### src/rtl/frwa_pkg.sv
// Package for the frame-rate window average unit.
// Holds the window length, field widths and divider sizing; depends on nothing.
package frwa_pkg;

    localparam int WINDOW_LEN = 60;
    localparam int SLOT_W     = $clog2(WINDOW_LEN);
    localparam int SAMPLE_W   = 16;
    localparam int CNT_W      = $clog2(WINDOW_LEN + 1);
    localparam int SUM_W      = SAMPLE_W + $clog2(WINDOW_LEN);
    localparam int TPS_W      = 16;
    localparam int FRAC_W     = 8;
    localparam int RATE_W     = TPS_W + FRAC_W;

    // Shared bit-serial divider: dividend width covers both divisions
    localparam int DIV_W      = (RATE_W > SUM_W) ? RATE_W : SUM_W;
    localparam int DSR_W      = SAMPLE_W;
    localparam int ITER_W     = $clog2(DIV_W);

    localparam logic [TPS_W-1:0] TPS_RESET = TPS_W'(1000);

endpackage

### src/rtl/frame_rate_window_average_unit.sv
// Frame-rate window average unit: windowed mean frame time and Q8 rate.
// Mean and rate come from two 24-step bit-serial restoring divisions sharing one
// subtractor; an empty window skips both and a zero mean skips the rate division.
// New items stall until the current one reaches the result register, which lets
// the next item enter while a result waits. Async active-low reset clears the
// slot valid bits at once (no clearing pass) and sets ticks_per_second to 1000.
// Depends on frwa_pkg.
module frame_rate_window_average_unit (
    input  logic                            clk,
    input  logic                            rst_n,
    // input channel
    input  logic                            in_valid,
    output logic                            in_stall,
    input  logic [frwa_pkg::SAMPLE_W-1:0]   frame_time,
    // configuration channel
    input  logic                            cfg_valid,
    output logic                            cfg_ready,
    input  logic [frwa_pkg::TPS_W-1:0]      ticks_per_second,
    // result channel
    output logic                            out_valid,
    input  logic                            out_stall,
    output logic [frwa_pkg::SAMPLE_W-1:0]   mean_frame_time,
    output logic [frwa_pkg::RATE_W-1:0]     rate_q8,
    output logic                            no_samples
);
    import frwa_pkg::*;

    typedef enum logic [2:0] {
        ST_IDLE,
        ST_UPDATE,
        ST_DIV_MEAN,
        ST_DIV_RATE,
        ST_DONE
    } state_t;

    localparam logic [SLOT_W-1:0] SLOT_LAST = SLOT_W'(WINDOW_LEN - 1);
    localparam logic [ITER_W-1:0] ITER_LAST = ITER_W'(DIV_W - 1);

    state_t                 state_reg, state_next;
    logic [TPS_W-1:0]       tps_reg, tps_next;
    logic [SLOT_W-1:0]      slot_reg, slot_next;
    logic [SUM_W-1:0]       sum_reg, sum_next;
    logic [CNT_W-1:0]       count_reg, count_next;
    logic [WINDOW_LEN-1:0]  valid_reg, valid_next;
    logic [SAMPLE_W-1:0]    fresh_reg, fresh_next;
    logic                   old_valid_reg, old_valid_next;
    logic [SAMPLE_W-1:0]    rd_data_reg;
    logic                   empty_reg, empty_next;
    logic [SAMPLE_W-1:0]    mean_reg, mean_next;
    logic [DIV_W-1:0]       dvd_reg, dvd_next;
    logic [DSR_W-1:0]       dsr_reg, dsr_next;
    logic [DSR_W-1:0]       rem_reg, rem_next;
    logic [ITER_W-1:0]      iter_reg, iter_next;
    logic                   out_valid_reg, out_valid_next;
    logic [SAMPLE_W-1:0]    out_mean_reg, out_mean_next;
    logic [RATE_W-1:0]      out_rate_reg, out_rate_next;
    logic                   out_empty_reg, out_empty_next;

    logic [SAMPLE_W-1:0] sample_mem [WINDOW_LEN];

    logic                in_xfer;
    logic                out_free;
    logic                mem_we;
    logic [SAMPLE_W-1:0] old_sample;
    logic [SUM_W-1:0]    upd_sum;
    logic [CNT_W-1:0]    upd_count;
    logic [DSR_W:0]      rem_shift;
    logic                rem_ge;
    logic [DSR_W:0]      rem_diff;
    logic [DIV_W-1:0]    step_dvd;
    logic [DSR_W-1:0]    step_rem;
    logic [SAMPLE_W-1:0] step_mean;

    assign in_stall        = (state_reg != ST_IDLE);
    assign cfg_ready       = 1'b1;
    assign out_valid       = out_valid_reg;
    assign mean_frame_time = out_mean_reg;
    assign rate_q8         = out_rate_reg;
    assign no_samples      = out_empty_reg;

    assign in_xfer  = in_valid && !in_stall;
    assign out_free = !out_valid_reg || !out_stall;
    assign mem_we   = (state_reg == ST_UPDATE);

    // Replace the oldest slot in the running sum and count
    assign old_sample = old_valid_reg ? rd_data_reg : '0;
    assign upd_sum    = sum_reg - SUM_W'(old_sample) + SUM_W'(fresh_reg);
    assign upd_count  = count_reg - CNT_W'(old_sample != '0) + CNT_W'(fresh_reg != '0);

    // One restoring division step: shift in a dividend bit, try the subtract
    assign rem_shift = {rem_reg, dvd_reg[DIV_W-1]};
    assign rem_diff  = rem_shift - {1'b0, dsr_reg};
    assign rem_ge    = (rem_shift >= {1'b0, dsr_reg});
    assign step_rem  = rem_ge ? rem_diff[DSR_W-1:0] : rem_shift[DSR_W-1:0];
    assign step_dvd  = {dvd_reg[DIV_W-2:0], rem_ge};
    assign step_mean = step_dvd[SAMPLE_W-1:0];

    // Next-state and datapath control
    always_comb
    begin
        state_next     = state_reg;
        tps_next       = tps_reg;
        slot_next      = slot_reg;
        sum_next       = sum_reg;
        count_next     = count_reg;
        valid_next     = valid_reg;
        fresh_next     = fresh_reg;
        old_valid_next = old_valid_reg;
        empty_next     = empty_reg;
        mean_next      = mean_reg;
        dvd_next       = dvd_reg;
        dsr_next       = dsr_reg;
        rem_next       = rem_reg;
        iter_next      = iter_reg;
        out_valid_next = out_valid_reg;
        out_mean_next  = out_mean_reg;
        out_rate_next  = out_rate_reg;
        out_empty_next = out_empty_reg;

        // Take a register write
        if (cfg_valid && cfg_ready)
        begin
            tps_next = ticks_per_second;
        end

        // Drop the result once its transfer completes
        if (out_valid_reg && !out_stall)
        begin
            out_valid_next = 1'b0;
        end

        case (state_reg)
            ST_IDLE:
            begin
                if (in_xfer)
                begin
                    fresh_next     = frame_time;
                    old_valid_next = valid_reg[slot_reg];
                    state_next     = ST_UPDATE;
                end
            end
            ST_UPDATE:
            begin
                sum_next             = upd_sum;
                count_next           = upd_count;
                valid_next[slot_reg] = 1'b1;
                slot_next            = (slot_reg == SLOT_LAST) ? '0 : slot_reg + 1'b1;
                rem_next             = '0;
                iter_next            = '0;
                if (upd_count == '0)
                begin
                    empty_next = 1'b1;
                    mean_next  = '0;
                    dvd_next   = '0;
                    state_next = ST_DONE;
                end
                else
                begin
                    empty_next = 1'b0;
                    dvd_next   = DIV_W'(upd_sum);
                    dsr_next   = DSR_W'(upd_count);
                    state_next = ST_DIV_MEAN;
                end
            end
            ST_DIV_MEAN:
            begin
                dvd_next  = step_dvd;
                rem_next  = step_rem;
                iter_next = iter_reg + 1'b1;
                if (iter_reg == ITER_LAST)
                begin
                    mean_next = step_mean;
                    rem_next  = '0;
                    iter_next = '0;
                    if (step_mean == '0)
                    begin
                        dvd_next   = '0;
                        state_next = ST_DONE;
                    end
                    else
                    begin
                        dvd_next   = DIV_W'({tps_reg, {FRAC_W{1'b0}}});
                        dsr_next   = step_mean;
                        state_next = ST_DIV_RATE;
                    end
                end
            end
            ST_DIV_RATE:
            begin
                dvd_next  = step_dvd;
                rem_next  = step_rem;
                iter_next = iter_reg + 1'b1;
                if (iter_reg == ITER_LAST)
                begin
                    state_next = ST_DONE;
                end
            end
            ST_DONE:
            begin
                // Hold until the result register is free
                if (out_free)
                begin
                    out_valid_next = 1'b1;
                    out_mean_next  = mean_reg;
                    out_rate_next  = dvd_reg[RATE_W-1:0];
                    out_empty_next = empty_reg;
                    state_next     = ST_IDLE;
                end
            end
            default:
            begin
                state_next = ST_IDLE;
            end
        endcase
    end

    // State and registered outputs
    always_ff @(posedge clk or negedge rst_n)
    begin
        if (!rst_n)
        begin
            state_reg     <= ST_IDLE;
            tps_reg       <= TPS_RESET;
            slot_reg      <= '0;
            sum_reg       <= '0;
            count_reg     <= '0;
            valid_reg     <= '0;
            iter_reg      <= '0;
            out_valid_reg <= 1'b0;
        end
        else
        begin
            state_reg     <= state_next;
            tps_reg       <= tps_next;
            slot_reg      <= slot_next;
            sum_reg       <= sum_next;
            count_reg     <= count_next;
            valid_reg     <= valid_next;
            iter_reg      <= iter_next;
            out_valid_reg <= out_valid_next;
        end
    end

    // Payload registers
    always_ff @(posedge clk)
    begin
        fresh_reg     <= fresh_next;
        old_valid_reg <= old_valid_next;
        empty_reg     <= empty_next;
        mean_reg      <= mean_next;
        dvd_reg       <= dvd_next;
        dsr_reg       <= dsr_next;
        rem_reg       <= rem_next;
        out_mean_reg  <= out_mean_next;
        out_rate_reg  <= out_rate_next;
        out_empty_reg <= out_empty_next;
    end

    // Sample ring: read the oldest slot on transfer, write the fresh sample on update
    always_ff @(posedge clk)
    begin
        if (mem_we)
        begin
            sample_mem[slot_reg] <= fresh_reg;
        end
        if (in_xfer)
        begin
            rd_data_reg <= sample_mem[slot_reg];
        end
    end

endmodule

### config.mk
export PLATFORM = sky130hd
export DESIGN_NAME = frame_rate_window_average_unit
export DESIGN_NICKNAME = d
export VERILOG_FILES = /design/src/rtl/frwa_pkg.sv /design/src/rtl/frame_rate_window_average_unit.sv
export SDC_FILE = /design/constraint.sdc
export NUM_CORES = 1
export LEC_CHECK = 0
export ABC_AREA = 1
export BUFFER_PORTS_ARGS = -buffer_cell sky130_fd_sc_hd__buf_2
export CAP_MARGIN = 20
export CORE_MARGIN = 3
export CORE_UTILIZATION = 50
export DETAILED_ROUTE_END_ITERATION = 16
export PLACE_DENSITY = 0.66
export SLEW_MARGIN = 25
export SYNTH_ARGS = -nofsm -noshare
export SYNTH_HDL_FRONTEND = slang
export SYNTH_SLANG_ARGS = --single-unit
### constraint.sdc
create_clock -name clk -period 7.4 [get_ports clk]
set_clock_uncertainty 0.1 [all_clocks]
set_input_delay 0.37 -clock clk [delete_from_list [all_inputs] [get_ports clk]]
set_output_delay 0.37 -clock clk [all_outputs]
set_load 0.01 [all_outputs]
# After elaboration in Yosys (flattened, before gate mapping)
# Memory sizes are Yosys's and may differ from the RTL's. A register that Yosys moved wholly into a read port is not among the register bits.
# Index checks and enable logic that the tools add are counted.
# W data, S select, Z words.
# op_classes
add_sub_neg	7
magnitude_cmp	3
eq_ne	13
muxes	35
bitwise_logic	1
n_reduce_logical	20
# ops
op	n
$mux W16	8
$pmux W24 S3	1
$pmux W16 S2	2
$or A60 B60 Y60	1
$mux W24	2
$pmux W16 S3	1
$reduce_bool A16 Y1	2
$add A22 B16 Y22	1
$mux W22	1
$sub A22 B16 Y22	1
$mux W3	6
$ge A17 B16 Y1	1
$logic_not A16 Y1	1
$sub A16 B16 Y16	1
$pmux W3 S5	1
$pmux W5 S3	1
$ne A2 B2 Y1 const B	6
$mux W1	8
$reduce_and A4 Y1	2
$lt A6 B7 Y1 const B	1
$add A6 B1 Y6	1
$add A6 B1 Y6 const B	1
$bmux W1 S6	1
$demux W1 S6	1
20 further kinds	27
# totals
register_bits	250
mem_bits_rw	960
word_cells	98
memories	1
# mem_list
memory	depth	word_bits	read_ports	rd_ports_with_merged_regs	write_ports	line	text
sample_mem	60	16	1	1	1	frame_rate_window_average_unit.sv:59	logic [SAMPLE_W-1:0] sample_mem [WINDOW_LEN];

# Longest topological paths before layout
# Gate-level depths: netlist of the first run.
# depth
depth_word	7
depth_mapped	21

# Least setup slack after synthesis of the first run
# OpenSTA, ideal clock, no wires.
# synth_path
kind	flip-flop to flip-flop
startpoint	reg fresh_reg[14]
endpoint	reg mean_reg[0], enable pin
setup_ns	0.394
arrival_time_ns	3.688
slack_ns	3.218
stages_incl_launch_ff	14
n_path_buf	0
synth_period_minus_slack_ns	4.182
cell_sequence	edfxtp_1 -> inv_1 -> nand4_1 -> nor4_1 -> ha_1 -> inv_1 -> ha_1 -> fa_1 -> xor2_1 -> nor2_1 -> nand3_1 -> nor2_1 -> nand2_1 -> a21oi_1
# synth_via
elab_chain_cells	5
# synth_lines
item	line	text
start: declaration	frame_rate_window_average_unit.sv:45	logic [SAMPLE_W-1:0] fresh_reg, fresh_next;
start signal: assignment	frame_rate_window_average_unit.sv:247	fresh_reg <= fresh_next;
$reduce_bool A16 Y1	frame_rate_window_average_unit.sv:88	assign upd_count = count_reg - CNT_W'(old_sample != '0) + CNT_W'(fresh_reg != '0);
$add A6 B1 Y6	frame_rate_window_average_unit.sv:88	
$logic_not A6 Y1	frame_rate_window_average_unit.sv:150	if (upd_count == '0)
$ne A2 B1 Y1 (no line)	--	
$reduce_and A3 Y1 (no line)	--	
end signal: assignment	frame_rate_window_average_unit.sv:250	mean_reg <= mean_next;
end: declaration	frame_rate_window_average_unit.sv:49	logic [SAMPLE_W-1:0] mean_reg, mean_next;
# No other way between the ends.
# A chain may end at the register's enable or synchronous reset.

# Worst setup path in the final report of the first run
# layout_path
startpoint	reg old_valid_reg
endpoint	reg dvd_reg[2] (data pin)
# layout_via
elab_chain_cells	7
elab_cells_between_ends	9
classes_between	4 x add/sub; 3 x mux; 2 x reduce/logical
# layout_lines
item	line	text
start: declaration	frame_rate_window_average_unit.sv:46	logic old_valid_reg, old_valid_next;
start signal: assignment	frame_rate_window_average_unit.sv:248	old_valid_reg <= old_valid_next;
$mux W16 *	frame_rate_window_average_unit.sv:86	assign old_sample = old_valid_reg ? rd_data_reg : '0;
parallel branches: the longest is 4 deep, another holds $sub A22 B16 Y22	--	
$mux W22 *	frame_rate_window_average_unit.sv:150	
$pmux W24 S3 *	frame_rate_window_average_unit.sv:132	case (state_reg)
via dvd_next[2]	frame_rate_window_average_unit.sv:50	logic [DIV_W-1:0] dvd_reg, dvd_next;
end signal: assignment	frame_rate_window_average_unit.sv:251	dvd_reg <= dvd_next;
end: declaration	frame_rate_window_average_unit.sv:50	
# Mark *: on every way through the listed nets, which the timed path passes.

==> summary.md, run 1 <==
| Metric | Value |
|---|---|
| Grt total ovfl | `0` |
| Root Buffer | `clkbuf_16` |
| Slew @ Worst Pin | `1064 ps` |
| Final period utilization | `0.5901` |
| Worst endpoint required time | `7710 ps` |
| CP Launch Type | `register` |
| Master of the slowest instance on the critical path | `edfxtp_1` |
| Clk sinks | `1226` |
| Synthesized area | `49870 um2` |
| Distinct cell type count after synthesis | `52` |
| Max incr delay on CP | `710 ps` |
| RSZ-0062 raised after global routing | `no` |
| EDFF count, synth | `1107` |
| FMAX | `229.0 MHz` |
| Fin util | `0.5670` |
| GPL Wtd Cong | `0.8971` |
| Worst setup EP type | `register` |
| Async set-reset flop share out of synthesis | `0.09706` |
| Die Y | `321.8 um` |
| Boundary Pins | `81` |
| Core ar. | `98710 um2` |
| Detailed placement HPWL | `74.21 mm` |
| Crit path buffers/inverters | `3` |
| CP Cell Sequence | `nand2_1 -> inv_1 -> nor4_1 -> nand4_1 -> ha_1 -> inv_1 -> ha_1 -> fa_1 -> xor2_1 -> nor2_1 -> nand3_1 -> nor2_1 -> nand2_1 -> nand2_1 -> inv_2 -> nand2_1 -> o21ai_0` |
| Max FFs per register | `960` |
| Post-route cell area | `55960 um2` |
| Slew headroom | `0.2897` |
| Die W | `321.8 um` |
| CTS Hold Bufs | `37` |
| Total GRT Usage | `0.2525` |
| Htree depth | `3` |
| Largest net degree at the start of global routing | `115` |
| Sequential share of the synthesized area | `0.7265` |
| Outcome | `completed` |
| Post-synthesis average cell area | `12.34 um2` |
| TritonCTS clock tree | `built` |
| Synth Flop Type | `edfxtp_1` |
| Mapped Nets | `4142` |
| Setup TNS | `0 ps` |
| DRC Markers | `0` |
| Area added between synthesis and finish | `12.23%` |
| Starting Density | `0.5052` |
| Detailed-route wire length per cell | `23.39 um` |
| Crit path max fanout | `19` |
| Critical path's most frequent cell | `nand2_1` |
| Final min period | `4367 ps` |
| PnR worst setup slack | `3033 ps` |
| Synth warn | `0` |
| Die area | `103600 um2` |
| Final setup fails | `0` |
| Hold WC Path Type | `input pin to register` |
| Final antenna-violating net count | `0` |
| Insertion delay to the later sink of the worst-skew pair | `730 ps` |
| Num CTS Buffers | `118` |
| Critical setup path kind | `register to register` |
| WP data arrival | `4680 ps` |
| Initial antenna violation count | `0` |
| Vias in the first global route | `30.87k` |
| Setup Fix Bufs, Post-CTS | `0` |
| Maxcap violations | `0` |
| CTS resizes | `0` |
| Placed cell areas | `51830 um2` |
| PortBufs | `79` |
| Post-Synthesis Cells | `4041` |
| Pre-CTS WS | `3017 ps` |
| LEAKAGE | `20.86 nW` |
| Vias per std cell | `5.674` |
| Cells after DPL | `5346` |
| Vias after detailed routing | `31.79k` |
| # fillers | `7895` |
| Core Rows | `115` |
| Worst vdd ir | `0.0002620 V` |
| Total Nets Final | `4317` |
| Final Hold Viols | `0` |
| Max-slew violation count | `0` |
| DR pass1 iterations | `7` |
| Pwr/cell area | `402.4 nW/um2` |
| Reg clk slew, reported paths | `60 ps` |
| WL final | `131.0 mm` |
| Share of cells above drive strength 1 | `0.09896` |
| Initial DRC count | `3482` |
| Antenna diodes | `0` |
| Worst-case clock buffer depth | `3` |
| Wire length of the first global-routing pass | `194.5 mm` |
| Finished Layout Cells | `5602` |
| #FFs+latches synth | `1226` |
| Crit path max-delay family | `simple AND/OR/NAND/NOR gates` |
## cell families after synthesis
kind of cell | share of synthesized area
muxes | 0.003162
DFF | 0.7265
other | 0.00007520
AOI/OAI and AO/OA | 0.05671
xor gates and xnor gates | 0.004391
buffers and inverters | 0.04266
adders and majority gates | 0.01877
and+or+nand+nor | 0.1477
## per-stage QoR
step	total power [mW]	hold WS [ps]
floorplan	14.16	-25.59
CTS	22.52	4.513
global route	23.77	77.07
detailed placement	16.67	262.0
finish	22.52	35.30
global placement	16.57	267.3
## report_power, final
| group | switching [mW] | leakage, nW | internal (mW) |
|---|---|---|---|
| sequential | 0.352 | 11.6 | 8.59 |
| clock | 2.59 | 1.81 | 3.27 |
| combinational | 5.57 | 7.48 | 2.16 |
| total | 8.51 | 20.9 | 14.0 |
## worst paths after layout
path	startpoint	end	slack [ps]	depth (start not counted)
min in group asynchronous	rst_n	count_reg[4]$_DFFE_PN0P_	110	2
min	cfg_valid	tps_reg[15]$_DFFE_PN0P_	40	2
min reg2reg	mean_reg[13]$_SDFFCE_PN0P_	mean_frame_time[13]$_DFFE_PP_	320	0
max	old_valid_reg$_DFFE_PP_	dvd_reg[2]$_DFFE_PP_	3030	17
max in group asynchronous	rst_n	slot_reg[0]$_DFFE_PN0P_	5610	3
max reg2reg	old_valid_reg$_DFFE_PP_	dvd_reg[2]$_DFFE_PP_	3030	17
## final cells by class
class	count	area (um2)	area share
Timing Repair Buffer	210	1510	0.02698
Multi-Input combinational cell	2330	11610	0.2075
Clock inverter	76	683.2	0.01221
Inverter	330	1249	0.02231
Clock buffer	143	3068	0.05482
Tap cell	1287	1610	0.02877
Sequential cell	1226	36230	0.6474
## cells in the mapped netlist (3+ instances only)
library cell,n,area (um2)
o2bb2ai_1,6,52.55
o21ai_0,200,1001
nor2_4,5,56.30
ha_1,46,575.6
inv_2,14,52.55
or2_1,6,37.54
a21oi_1,107,535.5
a22oi_1,92,690.7
nor4_1,7,43.79
nor2_1,251,942.2
clkbuf_1,38,142.6
dfstp_2,6,157.7
a221oi_1,5,43.79
xor2_1,12,105.1
a22o_1,3,26.28
o21bai_1,5,37.54
o2111ai_1,3,26.28
edfxtp_1,1107,33240
nand3_1,139,695.7
o21ai_1,18,90.09
buf_6,19,214.0
o221ai_1,5,43.79
nand2_1,1140,4279
or2_2,22,137.6
o22ai_1,34,212.7
o211ai_1,3,22.52
mux2_2,14,157.7
buf_2,81,405.4
nand3b_1,6,45.04
nor3_4,4,65.06
inv_1,315,1182
nand4_1,136,850.8
nand2_2,5,31.28
nor3_1,8,40.04
xnor2_1,13,113.9
fa_1,18,360.4
buf_4,16,120.1
dfrtp_1,113,2828
## layout by cell type (no fill, tap or decap), types with 78 or more instances in the layout
cell type,netlist,final
inv_1,315,315
edfxtp_1,1107,1107
buf_2,81,78
nand3_1,139,139
a21oi_1,107,107
nand4_1,136,136
nor2_1,251,236
a22oi_1,92,92
o21ai_0,200,200
dfrtp_1,113,112
clkbuf_16,0,119
nand2_1,1140,1140
buf_4,16,92
## per-layer routing
layer  track usage  routed length [um]  share of wire
met1        0.3498               54310           0.41
met2        0.4084               61240           0.47
met3       0.03399               10030          0.077
met4        0.1010                5457          0.042
met5             0                   0              0
Power figures use the tool's default switching activity.
==> run 2, diff against run 1 <==
==> constraint.sdc (replaced) <==
create_clock -name clk -period 4.2 [get_ports clk]
set_clock_uncertainty 0.1 [all_clocks]
set_input_delay 0.21 -clock clk [delete_from_list [all_inputs] [get_ports clk]]
set_output_delay 0.21 -clock clk [all_outputs]
set_load 0.01 [all_outputs]
==> run 2 against run 1 <==
Against the previous run:
- highest routed layer unchanged
- core utilization increased by 0.88 points
- register-to-register slack got worse by 2800 ps
- sequential share of layout area decreased by 1.0 points
- critical path type unchanged
- worst hold slack got worse by 35 ps
==> summary.md, run 2 (same netlist as run 1, synthesis figures left out) <==
| Metric | Value |
|---|---|
| Wire length of the first global-routing pass | `199.3 mm` |
| Worst setup EP type | `register` |
| Detailed-route wire length per cell | `23.57 um` |
| Total power | `40.63 mW` |
| TritonCTS clock tree | `built` |
| Final min period | `3938 ps` |
| Core ar. | `98710 um2` |
| Crit path max fanout | `19` |
| Die Y | `321.8 um` |
| Worst-case clock buffer depth | `3` |
| CP Cell Sequence | `buf_4 -> nand2_1 -> inv_1 -> nor4_1 -> nand4_1 -> ha_1 -> inv_1 -> ha_1 -> fa_1 -> inv_1 -> nand2_1 -> nor2_1 -> nand3_1 -> nor2_1 -> nand2_1 -> nand2_1 -> inv_2 -> nand3_1 -> nand3_1` |
| Total GRT Usage | `0.2596` |
| Vias after detailed routing | `32.14k` |
| CTS resizes | `0` |
| Die area | `103600 um2` |
| WL final | `133.9 mm` |
| Outcome | `completed` |
| CP Launch Type | `register` |
| Final period utilization | `0.9376` |
| # fillers | `7878` |
| RSZ-0062 raised after global routing | `no` |
| Insertion delay to the later sink of the worst-skew pair | `730 ps` |
| Setup TNS | `0 ps` |
| Detailed placement HPWL | `79.58 mm` |
| Crit path max-delay family | `simple AND/OR/NAND/NOR gates` |
| Master of the slowest instance on the critical path | `edfxtp_1` |
| Share of cells above drive strength 1 | `0.1149` |
| Worst endpoint required time | `4560 ps` |
| PortBufs | `79` |
| FMAX | `253.9 MHz` |
| Core Rows | `115` |
| Vias per std cell | `5.656` |
| Crit path buffers/inverters | `5` |
| Final antenna-violating net count | `0` |
| Htree depth | `3` |
| Hold WC Path Type | `input pin to async pin` |
| GPL Wtd Cong | `0.8805` |
| LEAKAGE | `21.37 nW` |
| Clk sinks | `1226` |
| Max-slew violation count | `0` |
| Commonest non-fill, non-tap cells in the layout | `1140 x nand2_1, 1107 x edfxtp_1, 315 x inv_1` |
| Maxcap violations | `0` |
| Pwr/cell area | `714.8 nW/um2` |
| Multi-input gate area | `11570 um2` |
| Max FFs per register | `960` |
| R2r startpoint | `old_valid_reg$_DFFE_PP_` |
| Final setup fails | `0` |
| Crit path from | `old_valid_reg$_DFFE_PP_` |
| Commonest non-fill, non-tap cell in the layout | `nand2_1` |
| Boundary Pins | `81` |
| Grt total ovfl | `0` |
| DR pass1 iterations | `6` |
| Slew @ Worst Pin | `967.6 ps` |
| Max incr delay on CP | `540 ps` |
| Vias in the first global route | `31.33k` |
| Largest net degree at the start of global routing | `92` |
| Area added between synthesis and finish | `13.98%` |
| FF+latch area | `36230 um2` |
| Num CTS Buffers | `118` |
| Critical path's most frequent cell | `nand2_1` |
| Reg clk slew, reported paths | `60 ps` |
| Flop2flop setup slack | `260 ps` |
| Initial antenna violation count | `0` |
| Starting Density | `0.5052` |
| Die W | `321.8 um` |
| Critical setup path kind | `register to register` |
| WP data arrival | `4300 ps` |
| Initial DRC count | `3631` |
| Worst vdd ir | `0.0004450 V` |
| DRC Markers | `0` |
| Total Nets Final | `4391` |
| Slew headroom | `0.3534` |
| Final Hold Viols | `0` |
| Root Buffer | `clkbuf_16` |
| Antenna diodes | `0` |
[run 2: changes by cell type in the layout (fill, tap and decap cells not counted), moves of 9 or more]
| cell | delta |
|---|---|
| buf_4 | +49 |
| dlygate4sd3_1 | +16 |
| clkinv_1 | -11 |
| clkinv_2 | +11 |
| buf_12 | +9 |
[run 2: path summary, 6_finish.rpt]
path / end / cells after the start
hold / removal: out_valid$_DFF_PN0_ / 2
max in group asynchronous: state_reg[2]$_DFFE_PN0P_ / 3
hold reg to reg: mean_frame_time[7]$_DFFE_PP_ / 0
setup reg to reg: dvd_reg[19]$_DFFE_PP_ / 19
setup / recovery: dvd_reg[19]$_DFFE_PP_ / 19
min in group clk: fresh_reg[15]$_DFFE_PP_ / 2
[run 2: area by class of cell]
cell class,count,area share
timing repair buffer,284,0.03907
clock buffer,148,0.05611
inverter,330,0.02197
clock inverter,77,0.01347
tap,1287,0.02833
multi-input combinational,2330,0.2036
sequential,1226,0.6374
[run 2: repair_timing]
item | 4_1_cts | 5_1_grt
hold endpoints to repair | 152 | 0
hold buffers | 53 | 0
setup endpoints to repair | 0 | 7
setup buffers | 0 | 2
[run 2: metrics by stage]
stage	hold WS, ps	instance area [um2]	std cells	utilization	setup slack [ps]
after floorplan	-185.6	49870	4041	-	17.68
after global placement	289.1	52310	5401	0.5299	342.7
after detailed placement	294.1	52310	5401	0.5299	265.7
after CTS	78.88	56790	5679	0.5754	250.5
after global routing	72.31	56840	5682	0.5758	17.09
final	0.7696	56840	5682	0.5758	261.9
[run 2: per-layer routing]
layer	wire [um]	vias to the layer above	track usage
met1	53530	15770	0.3534
met4	5592	0	0.1101
met5	0	-	0
met3	11110	283	0.03525
li1	-	14620	-
met2	63670	1463	0.4236
[run 2: power breakdown]
part	internal [mW]	switching, mW	total (mW)	leakage, nW
combinational	4.14	10.1	14.2	7.87
sequential	15.1	0.541	15.7	11.6
clock	6.18	4.59	10.8	1.93
total	25.4	15.2	40.6	21.4
